**src/hdl/rrqs_pkg.sv**
```systemverilog
// Shared types, widths and status codes of the round-robin quantum scheduler.
package rrqs_pkg;

  localparam int MAX_PROCS = 16;
  localparam int IDX_W     = (MAX_PROCS > 1) ? $clog2(MAX_PROCS) : 1;
  localparam int CNT_W     = $clog2(MAX_PROCS + 1);

  localparam int TAG_W     = 8;
  localparam int TIME_W    = 16;
  localparam int ROUND_W   = 16;
  localparam int ELAPSED_W = 32;
  localparam int STATUS_W  = 3;

  localparam logic [STATUS_W-1:0] ST_ADDED      = 3'd0;
  localparam logic [STATUS_W-1:0] ST_SHORT      = 3'd1;
  localparam logic [STATUS_W-1:0] ST_FULL       = 3'd2;
  localparam logic [STATUS_W-1:0] ST_RUNNING    = 3'd3;
  localparam logic [STATUS_W-1:0] ST_FINISHED   = 3'd4;
  localparam logic [STATUS_W-1:0] ST_EMPTY      = 3'd5;

  localparam logic MODE_ADD = 1'b0;
  localparam logic MODE_RUN = 1'b1;

  typedef struct packed {
    logic [TAG_W-1:0]  tag;
    logic [TIME_W-1:0] ticks;
  } entry_t;

  typedef struct packed {
    logic             we;
    logic [IDX_W-1:0] waddr;
    entry_t           wdata;
    logic [IDX_W-1:0] raddr;
  } mem_req_t;

endpackage

```
**src/hdl/rrqs_slot_mem.sv**
```systemverilog
// Process table: one write port, one read port with registered read data.
module rrqs_slot_mem (
  input  logic              clk,
  input  rrqs_pkg::mem_req_t req,
  output rrqs_pkg::entry_t   rd_data
);

  rrqs_pkg::entry_t mem [rrqs_pkg::MAX_PROCS];
  rrqs_pkg::entry_t rd_data_r;

  always_ff @(posedge clk) begin
    if (req.we) begin
      mem[req.waddr] <= req.wdata;
    end
    rd_data_r <= mem[req.raddr];
  end

  assign rd_data = rd_data_r;

endmodule

```
**src/hdl/rrqs_engine.sv**
```systemverilog
// Sequencer: add/run handling, round counters, read-modify-write of the table, result register.
module rrqs_engine (
  input  logic                              clk,
  input  logic                              rst_n,
  input  logic [rrqs_pkg::TIME_W-1:0]       quantum,
  input  logic                              in_valid,
  output logic                              in_ready,
  input  logic                              in_mode,
  input  logic [rrqs_pkg::TAG_W-1:0]        in_process_id,
  input  logic [rrqs_pkg::TIME_W-1:0]       in_burst_time,
  output rrqs_pkg::mem_req_t                mem_req,
  input  rrqs_pkg::entry_t                  mem_rd,
  output logic                              out_valid,
  input  logic                              out_ready,
  output logic [rrqs_pkg::STATUS_W-1:0]     out_status,
  output logic [rrqs_pkg::TAG_W-1:0]        out_tag_out,
  output logic [rrqs_pkg::TIME_W-1:0]       out_time_left,
  output logic [rrqs_pkg::ROUND_W-1:0]      out_round_number,
  output logic [rrqs_pkg::ELAPSED_W-1:0]    out_elapsed_total,
  output logic                              out_last
);

  typedef enum logic [2:0] {
    S_IDLE = 3'b001,
    S_READ = 3'b010,
    S_EMIT = 3'b100
  } state_t;

  state_t                             state_r, state_nxt;
  logic [rrqs_pkg::IDX_W-1:0]         idx_r, idx_nxt;
  logic [rrqs_pkg::CNT_W-1:0]         n_r, n_nxt;
  logic [rrqs_pkg::CNT_W-1:0]         keep_r, keep_nxt;
  logic [rrqs_pkg::CNT_W-1:0]         cnt_r, cnt_nxt;
  logic [rrqs_pkg::ROUND_W-1:0]       rounds_r, rounds_nxt;
  logic [rrqs_pkg::ELAPSED_W-1:0]     elapsed_r, elapsed_nxt;

  logic                               out_valid_r, out_valid_nxt;
  logic                               out_load;
  logic [rrqs_pkg::STATUS_W-1:0]      status_r, status_nxt;
  logic [rrqs_pkg::TAG_W-1:0]         tag_r, tag_nxt;
  logic [rrqs_pkg::TIME_W-1:0]        tleft_r, tleft_nxt;
  logic [rrqs_pkg::ROUND_W-1:0]       round_r, round_nxt;
  logic [rrqs_pkg::ELAPSED_W-1:0]     etot_r, etot_nxt;
  logic                               last_r, last_nxt;

  logic                               out_free;
  logic                               in_acc;
  logic                               fin;
  logic [rrqs_pkg::ELAPSED_W:0]       esum;
  logic [rrqs_pkg::TIME_W-1:0]        nt;

  assign out_free = !out_valid_r || out_ready;
  assign in_ready = (state_r == S_IDLE) && out_free;
  assign in_acc   = in_valid && in_ready;
  assign esum     = {1'b0, elapsed_r} + (rrqs_pkg::ELAPSED_W + 1)'(quantum);
  assign nt       = mem_rd.ticks - quantum;
  assign fin      = (rrqs_pkg::CNT_W'(idx_r) + rrqs_pkg::CNT_W'(1)) == n_r;

  always_comb begin
    state_nxt     = state_r;
    idx_nxt       = idx_r;
    n_nxt         = n_r;
    keep_nxt      = keep_r;
    cnt_nxt       = cnt_r;
    rounds_nxt    = rounds_r;
    elapsed_nxt   = elapsed_r;
    out_valid_nxt = out_valid_r && !out_ready;
    out_load      = 1'b0;
    status_nxt    = status_r;
    tag_nxt       = tag_r;
    tleft_nxt     = tleft_r;
    round_nxt     = rounds_r;
    etot_nxt      = elapsed_r;
    last_nxt      = 1'b1;
    mem_req.we    = 1'b0;
    mem_req.waddr = cnt_r[rrqs_pkg::IDX_W-1:0];
    mem_req.wdata = '{tag: in_process_id, ticks: in_burst_time};
    mem_req.raddr = idx_r;

    case (state_r)
      S_IDLE: begin
        if (in_acc) begin
          if (in_mode == rrqs_pkg::MODE_ADD) begin
            out_load  = 1'b1;
            tag_nxt   = in_process_id;
            tleft_nxt = in_burst_time;
            if (in_burst_time <= quantum) begin
              status_nxt = rrqs_pkg::ST_SHORT;
            end else if (cnt_r >= rrqs_pkg::CNT_W'(rrqs_pkg::MAX_PROCS)) begin
              status_nxt = rrqs_pkg::ST_FULL;
            end else begin
              status_nxt = rrqs_pkg::ST_ADDED;
              mem_req.we = 1'b1;
              cnt_nxt    = cnt_r + rrqs_pkg::CNT_W'(1);
            end
          end else if (cnt_r == '0) begin
            out_load   = 1'b1;
            status_nxt = rrqs_pkg::ST_EMPTY;
            tag_nxt    = '0;
            tleft_nxt  = '0;
          end else begin
            if (rounds_r != '1) begin
              rounds_nxt = rounds_r + rrqs_pkg::ROUND_W'(1);
            end
            elapsed_nxt = esum[rrqs_pkg::ELAPSED_W] ? '1 : esum[rrqs_pkg::ELAPSED_W-1:0];
            n_nxt       = cnt_r;
            keep_nxt    = '0;
            idx_nxt     = '0;
            state_nxt   = S_READ;
          end
        end
      end
      S_READ: begin
        state_nxt = S_EMIT;
      end
      S_EMIT: begin
        if (out_free) begin
          out_load = 1'b1;
          tag_nxt  = mem_rd.tag;
          last_nxt = fin;
          if (mem_rd.ticks <= quantum) begin
            status_nxt = rrqs_pkg::ST_FINISHED;
            tleft_nxt  = '0;
          end else begin
            // survivor slides down to the next compacted slot
            status_nxt    = rrqs_pkg::ST_RUNNING;
            tleft_nxt     = nt;
            mem_req.we    = 1'b1;
            mem_req.waddr = keep_r[rrqs_pkg::IDX_W-1:0];
            mem_req.wdata = '{tag: mem_rd.tag, ticks: nt};
            keep_nxt      = keep_r + rrqs_pkg::CNT_W'(1);
          end
          if (fin) begin
            cnt_nxt   = keep_nxt;
            state_nxt = S_IDLE;
          end else begin
            idx_nxt   = idx_r + rrqs_pkg::IDX_W'(1);
            state_nxt = S_READ;
          end
        end
      end
      default: begin
        state_nxt = S_IDLE;
      end
    endcase

    if (out_load) begin
      out_valid_nxt = 1'b1;
    end
  end

  always_ff @(posedge clk) begin
    if (!rst_n) begin
      state_r     <= S_IDLE;
      idx_r       <= '0;
      n_r         <= '0;
      keep_r      <= '0;
      cnt_r       <= '0;
      rounds_r    <= '0;
      elapsed_r   <= '0;
      out_valid_r <= 1'b0;
    end else begin
      state_r     <= state_nxt;
      idx_r       <= idx_nxt;
      n_r         <= n_nxt;
      keep_r      <= keep_nxt;
      cnt_r       <= cnt_nxt;
      rounds_r    <= rounds_nxt;
      elapsed_r   <= elapsed_nxt;
      out_valid_r <= out_valid_nxt;
    end
  end

  always_ff @(posedge clk) begin
    if (out_load) begin
      status_r <= status_nxt;
      tag_r    <= tag_nxt;
      tleft_r  <= tleft_nxt;
      round_r  <= round_nxt;
      etot_r   <= etot_nxt;
      last_r   <= last_nxt;
    end
  end

  assign out_valid         = out_valid_r;
  assign out_status        = status_r;
  assign out_tag_out       = tag_r;
  assign out_time_left     = tleft_r;
  assign out_round_number  = round_r;
  assign out_elapsed_total = etot_r;
  assign out_last          = last_r;

  a_cnt_bound: assert property (@(posedge clk) disable iff (!rst_n)
    cnt_r <= rrqs_pkg::CNT_W'(rrqs_pkg::MAX_PROCS))
    else $error("table count above depth");

  a_keep_bound: assert property (@(posedge clk) disable iff (!rst_n)
    (state_r != S_IDLE) |-> (keep_r <= n_r && rrqs_pkg::CNT_W'(idx_r) < n_r))
    else $error("compaction index out of step with round size");

  a_run_start: assert property (@(posedge clk) disable iff (!rst_n)
    (in_acc && in_mode == rrqs_pkg::MODE_RUN && cnt_r != '0) |=> (state_r == S_READ))
    else $error("round did not start");

  a_rounds_mono: assert property (@(posedge clk) disable iff (!rst_n)
    $past(rst_n) |-> (rounds_r >= $past(rounds_r) && elapsed_r >= $past(elapsed_r)))
    else $error("round counters went backwards");

endmodule

```
**src/hdl/round_robin_quantum_scheduler_unit.sv**
```systemverilog
// Top level of the round-robin quantum scheduler: quantum register, sequencer and table.
//
// Usage:
//   Input words (in_valid/in_ready) carry in_mode, in_process_id, in_burst_time.
//   Mode add appends a process unless its burst does not exceed the quantum or
//   the table is full; it yields one result word. Mode run charges one quantum
//   to every entry in order, drops finished ones and compacts the rest; it
//   yields one result word per entry (out_last on the final one), or a single
//   empty-table word when nothing is queued.
//   cfg_we/cfg_wdata writes the quantum; write it only while the block is idle.
// Sequencing:
//   Add and empty run: the result word is registered on accept, and the next
//   word can be accepted as soon as that result is taken. Run over n entries:
//   each entry is a table read (S_READ), then modify and write back (S_EMIT);
//   no new word is accepted before the round's last result is taken. The
//   registered table read is why each entry needs its own read state.
// Reset: table empty, round and elapsed counters zero, quantum 1.
// Stall: a held result blocks further results and new input words; nothing
//   is dropped.
module round_robin_quantum_scheduler_unit (
  input  logic                              clk,
  input  logic                              rst_n,
  input  logic                              cfg_we,
  input  logic [rrqs_pkg::TIME_W-1:0]       cfg_wdata,
  input  logic                              in_valid,
  output logic                              in_ready,
  input  logic                              in_mode,
  input  logic [rrqs_pkg::TAG_W-1:0]        in_process_id,
  input  logic [rrqs_pkg::TIME_W-1:0]       in_burst_time,
  output logic                              out_valid,
  input  logic                              out_ready,
  output logic [rrqs_pkg::STATUS_W-1:0]     out_status,
  output logic [rrqs_pkg::TAG_W-1:0]        out_tag_out,
  output logic [rrqs_pkg::TIME_W-1:0]       out_time_left,
  output logic [rrqs_pkg::ROUND_W-1:0]      out_round_number,
  output logic [rrqs_pkg::ELAPSED_W-1:0]    out_elapsed_total,
  output logic                              out_last
);

  logic [rrqs_pkg::TIME_W-1:0] quantum_r;
  rrqs_pkg::mem_req_t          mem_req;
  rrqs_pkg::entry_t            mem_rd;

  always_ff @(posedge clk) begin
    if (!rst_n) begin
      quantum_r <= rrqs_pkg::TIME_W'(1);
    end else if (cfg_we) begin
      quantum_r <= cfg_wdata;
    end
  end

  rrqs_slot_mem u_mem (
    .clk     (clk),
    .req     (mem_req),
    .rd_data (mem_rd)
  );

  rrqs_engine u_engine (
    .clk               (clk),
    .rst_n             (rst_n),
    .quantum           (quantum_r),
    .in_valid          (in_valid),
    .in_ready          (in_ready),
    .in_mode           (in_mode),
    .in_process_id     (in_process_id),
    .in_burst_time     (in_burst_time),
    .mem_req           (mem_req),
    .mem_rd            (mem_rd),
    .out_valid         (out_valid),
    .out_ready         (out_ready),
    .out_status        (out_status),
    .out_tag_out       (out_tag_out),
    .out_time_left     (out_time_left),
    .out_round_number  (out_round_number),
    .out_elapsed_total (out_elapsed_total),
    .out_last          (out_last)
  );

endmodule
```
**config.mk**
```make
export PLATFORM = sky130hd
export DESIGN_NAME = round_robin_quantum_scheduler_unit
export DESIGN_NICKNAME = d
export VERILOG_FILES = /design/src/hdl/rrqs_pkg.sv /design/src/hdl/rrqs_slot_mem.sv /design/src/hdl/rrqs_engine.sv /design/src/hdl/round_robin_quantum_scheduler_unit.sv
export SDC_FILE = /design/constraint.sdc
export NUM_CORES = 1
export LEC_CHECK = 0
export ABC_CLOCK_PERIOD_IN_PS = 12500
export BUFFER_PORTS_ARGS = -buffer_cell sky130_fd_sc_hd__buf_2
export CELL_PAD_IN_SITES_DETAIL_PLACEMENT = 2
export CELL_PAD_IN_SITES_GLOBAL_PLACEMENT = 2
export CORE_MARGIN = 5
export CORE_UTILIZATION = 49
export CTS_CLUSTER_SIZE = 14
export DETAILED_ROUTE_END_ITERATION = 8
export PLACE_DENSITY_LB_ADDON = 0.1
export SLEW_MARGIN = 20
export SYNTH_ARGS = -nofsm -noshare
export SYNTH_HDL_FRONTEND = slang
export SYNTH_SLANG_ARGS = --single-unit
```
**constraint.sdc**
```tcl
create_clock -name clk -period 12.5 [get_ports clk]
set_input_delay 0.625 -clock clk [delete_from_list [all_inputs] [get_ports clk]]
set_output_delay 0.625 -clock clk [all_outputs]
set_load 0.02 [all_outputs]
```
==> flow_metrics.env <==
export IMPL_synth_xor_area_frac=0.01681
export IMPL_row_count=80
export IMPL_synth_compound_area_frac=0.06323
export IMPL_syn_area_per_cell_um2=16.06
export IMPL_drc_errors=0
export IMPL_cts_hold_buf=0
export IMPL_ys_seq_area_frac=0.6753
export IMPL_yosys_area_share_simple=0.06671
export IMPL_p_total_w=0.004188
export IMPL_syn_to_final_growth_pct=14.60
export IMPL_worstPathArrival_ps=5240
export IMPL_synth_ff_type="edfxtp_1"
export IMPL_crit_type="flip-flop to flip-flop"
export IMPL_fin_util=0.5687
export IMPL_drtIter0Drc=1226
export IMPL_yosysTopAreaCellShare=0.5818
export IMPL_irDropWorstVdd_uv=128.3
export IMPL_die_area_um2=52960
export IMPL_path_cells="ha_1 -> fa_1 -> nand2b_1 -> a21oi_1 -> o21ba_2 -> a211o_1 -> nand3_2 -> o32a_1 -> nor2_2 -> buf_4"
export IMPL_grt_max_degree=74
export IMPL_cpPeakStageDelay_ps=930
export IMPL_worst_setup_path_start_kind="flip-flop"
export IMPL_antenna_found_initial=2
export IMPL_globalplace_congestion=0.8239
export IMPL_relSlewSlack=0.2433
export IMPL_final_hold_viol_count=0
export IMPL_cts_root_buf="clkbuf_16"
export IMPL_vias=14490
export IMPL_cp_end_kind="flip-flop"
export IMPL_final_fill_count=4143
export IMPL_fmax_mhz=203.1
export IMPL_cap_violations=0
export IMPL_cts_tree="yes"
export IMPL_rsz0062_at_grt="no"
export IMPL_cellPowerDensity_nw_per_um2=153.9
export IMPL_cts_buffer_depth=3
export IMPL_viasPerCell=6.304
export IMPL_grt_pass1_wl_um=108200
export IMPL_htreeDepth=2
export IMPL_worstPathRequired_ps=12810
export IMPL_firstDrtPassIters=5
export IMPL_cts_resized=0
export IMPL_layout_min_cycle_time_ps=4925
export IMPL_dp_hpwl_um=47150
export IMPL_tightest_slew_ps=1129
export IMPL_synth_adder_area_share=0.02961
export IMPL_status="completed"
export IMPL_postRouteAntennaNets=0
export IMPL_skew_ps=41.80
export IMPL_cp_slowest_cell="nand3_2"
export IMPL_ys_warnings_count=0
export IMPL_crit_path_max_fanout=38
export IMPL_hp_class="input port to flip-flop"
export IMPL_async_reset_ff_frac=0
export IMPL_fin_crit_sh=0.3940
export IMPL_grt_pass1_vias=15760
export IMPL_postRouteWirelength_um=72300
export IMPL_numPortBuffers=123
export IMPL_slew_viol_final=0
export IMPL_avgRoutedWirePerCell_um=31.45
export IMPL_clock_latency_ps=650
export IMPL_synth_top_family_by_area="multiplexers"
export IMPL_synth_area_top_cells="edfxtp_1, mux4_2, dfxtp_1, ha_1, a21oi_1"
export IMPL_synth_area_leader_cell="edfxtp_1"
export IMPL_power_leakage_nw=9.298
export IMPL_grt_total_usage=0.2727
export IMPL_syn_nets=1579
export IMPL_fp_coreArea_um2=47850
export IMPL_clock_sinks=571
export IMPL_synth_edf_count=460
export IMPL_synthMuxAreaShare=0.1318
export IMPL_setup_viol=0
export IMPL_synth_distinct_cells=72
export IMPL_setup_tns_ps=0
export IMPL_cts_clk_slew_worst_paths_ps=60
export IMPL_die_x_um=230.1
export IMPL_layout_drive_gt1_share=0.2537
export IMPL_synthesis_area_um2=23740
export IMPL_start_util=0.4963
export IMPL_nNetsFinal=1735
export IMPL_cts_setup_buffers=0
export IMPL_synth_seq_cells=571
export IMPL_die_h_um=230.1
export IMPL_io_pins=124
export IMPL_grt_overflow=0
export IMPL_postSynthCellCount=1478
export IMPL_numCtsBuffers=58
[worst paths after layout]
path	from	slack, ps	cells past startpoint	to
worst max-delay path	quantum_r[0]$_SDFFE_PN1P_	7580	10	u_mem.mem[9][8]$_DFFE_PP_
worst min-delay path	cfg_wdata[10]	250	3	quantum_r[10]$_SDFFE_PN0P_
worst max register to register	quantum_r[0]$_SDFFE_PN1P_	7580	10	u_mem.mem[9][8]$_DFFE_PP_
worst min register to register	u_engine.elapsed_r[23]$_SDFFE_PN0P_	460	0	u_engine.out_elapsed_total[23]$_DFFE_PP_
[layout by cell type, fill, tap and decap left out, drive strengths merged, types with 26 or more instances in the layout]
cell and n:
a21oi 75, mux4 120, buf 156, ha 53
nor2 92, edfxtp 460, inv 40, clkbuf 83
dfxtp 111, o21ai 52, nand2 73, nand3 26
[layout make-up]
type,instances,area [um2],share of cell area
Sequential cell,571,16040,0.5896
Multi-Input combinational cell,808,7393,0.2717
Clock buffer,83,1677,0.06161
Timing Repair Buffer,156,883.3,0.03246
Tap cell,615,769.5,0.02828
Clock inverter,26,295.3,0.01085
Inverter,39,146.4,0.005380
Antenna cell,1,2.502,0.00009196
[flip-flops by register name (all words and copies together), names as in the netlist, 5 cells and up]
| signal | flops |
|---|---|
| u_engine.round_nxt | 16 |
| u_engine.out_round_number | 16 |
| u_engine.keep_r | 5 |
| u_engine.out_elapsed_total | 32 |
| u_mem.mem | 384 |
| quantum_r | 16 |
| u_engine.cnt_r | 5 |
| u_mem.rd_data | 24 |
| u_engine.elapsed_r | 32 |
| u_engine.n_r | 5 |
| u_engine.out_tag_out | 8 |
| u_engine.out_time_left | 16 |
[synthesized netlist by cell type (14+ instances only)]
cell type,n
ha_1,53
clkbuf_1,40
nor3_1,22
nand2_1,73
nand3_1,26
xor2_1,21
mux2i_1,18
xnor2_1,22
edfxtp_1,460
nor2_1,92
o21ai_0,49
mux2_2,22
inv_1,38
nand4_1,16
a21o_1,14
mux4_2,120
dfxtp_1,111
a21oi_1,73
[power breakdown]
part	switching [W]	internal (W)
Combinational	0.000186	0.0000818
Clock	0.000768	0.00104
Sequential	0.0000201	0.00209
[worst max-delay path: cells and delay by family, from the launching register on]
kind	cells	cell delay (ps)
compound gates	4	1700
simple gates	3	1500
fa+ha+maj	2	680
buf+inv	1	380
flops	1	350
[per-layer routing]
layer  share of wire  GRT usage
met1            0.42     0.3745
met3           0.054    0.03664
met2            0.50     0.4663
met5         0.00019          0
met4           0.023    0.06949
[logic make-up (layout without fill, tap and decap cells)]
kind of cell | Yosys count | in the layout
DFF | 571 | 571
adders and majority gates | 55 | 55
AOI/OAI and AO/OA | 231 | 231
and+or+nand+nor | 318 | 318
other | 0 | 1
muxes | 160 | 160
buffers and inverters | 99 | 304
xor gates and xnor gates | 44 | 44
[through the flow]
step | setup WS [ps] | hold slack (ps) | cell area (um2) | std cells
2_1_floorplan | 7221 | 422.0 | 23740 | 1478
3_3_place_gp | 7980 | 441.9 | 25210 | 2188
3_5_place_dp | 7654 | 438.5 | 25210 | 2188
4_1_cts | 7606 | 222.6 | 27180 | 2297
5_1_grt | 7409 | 252.9 | 27210 | 2298
6_report | 7575 | 248.7 | 27210 | 2299
No activity file was read; power rests on OpenSTA's default activity.
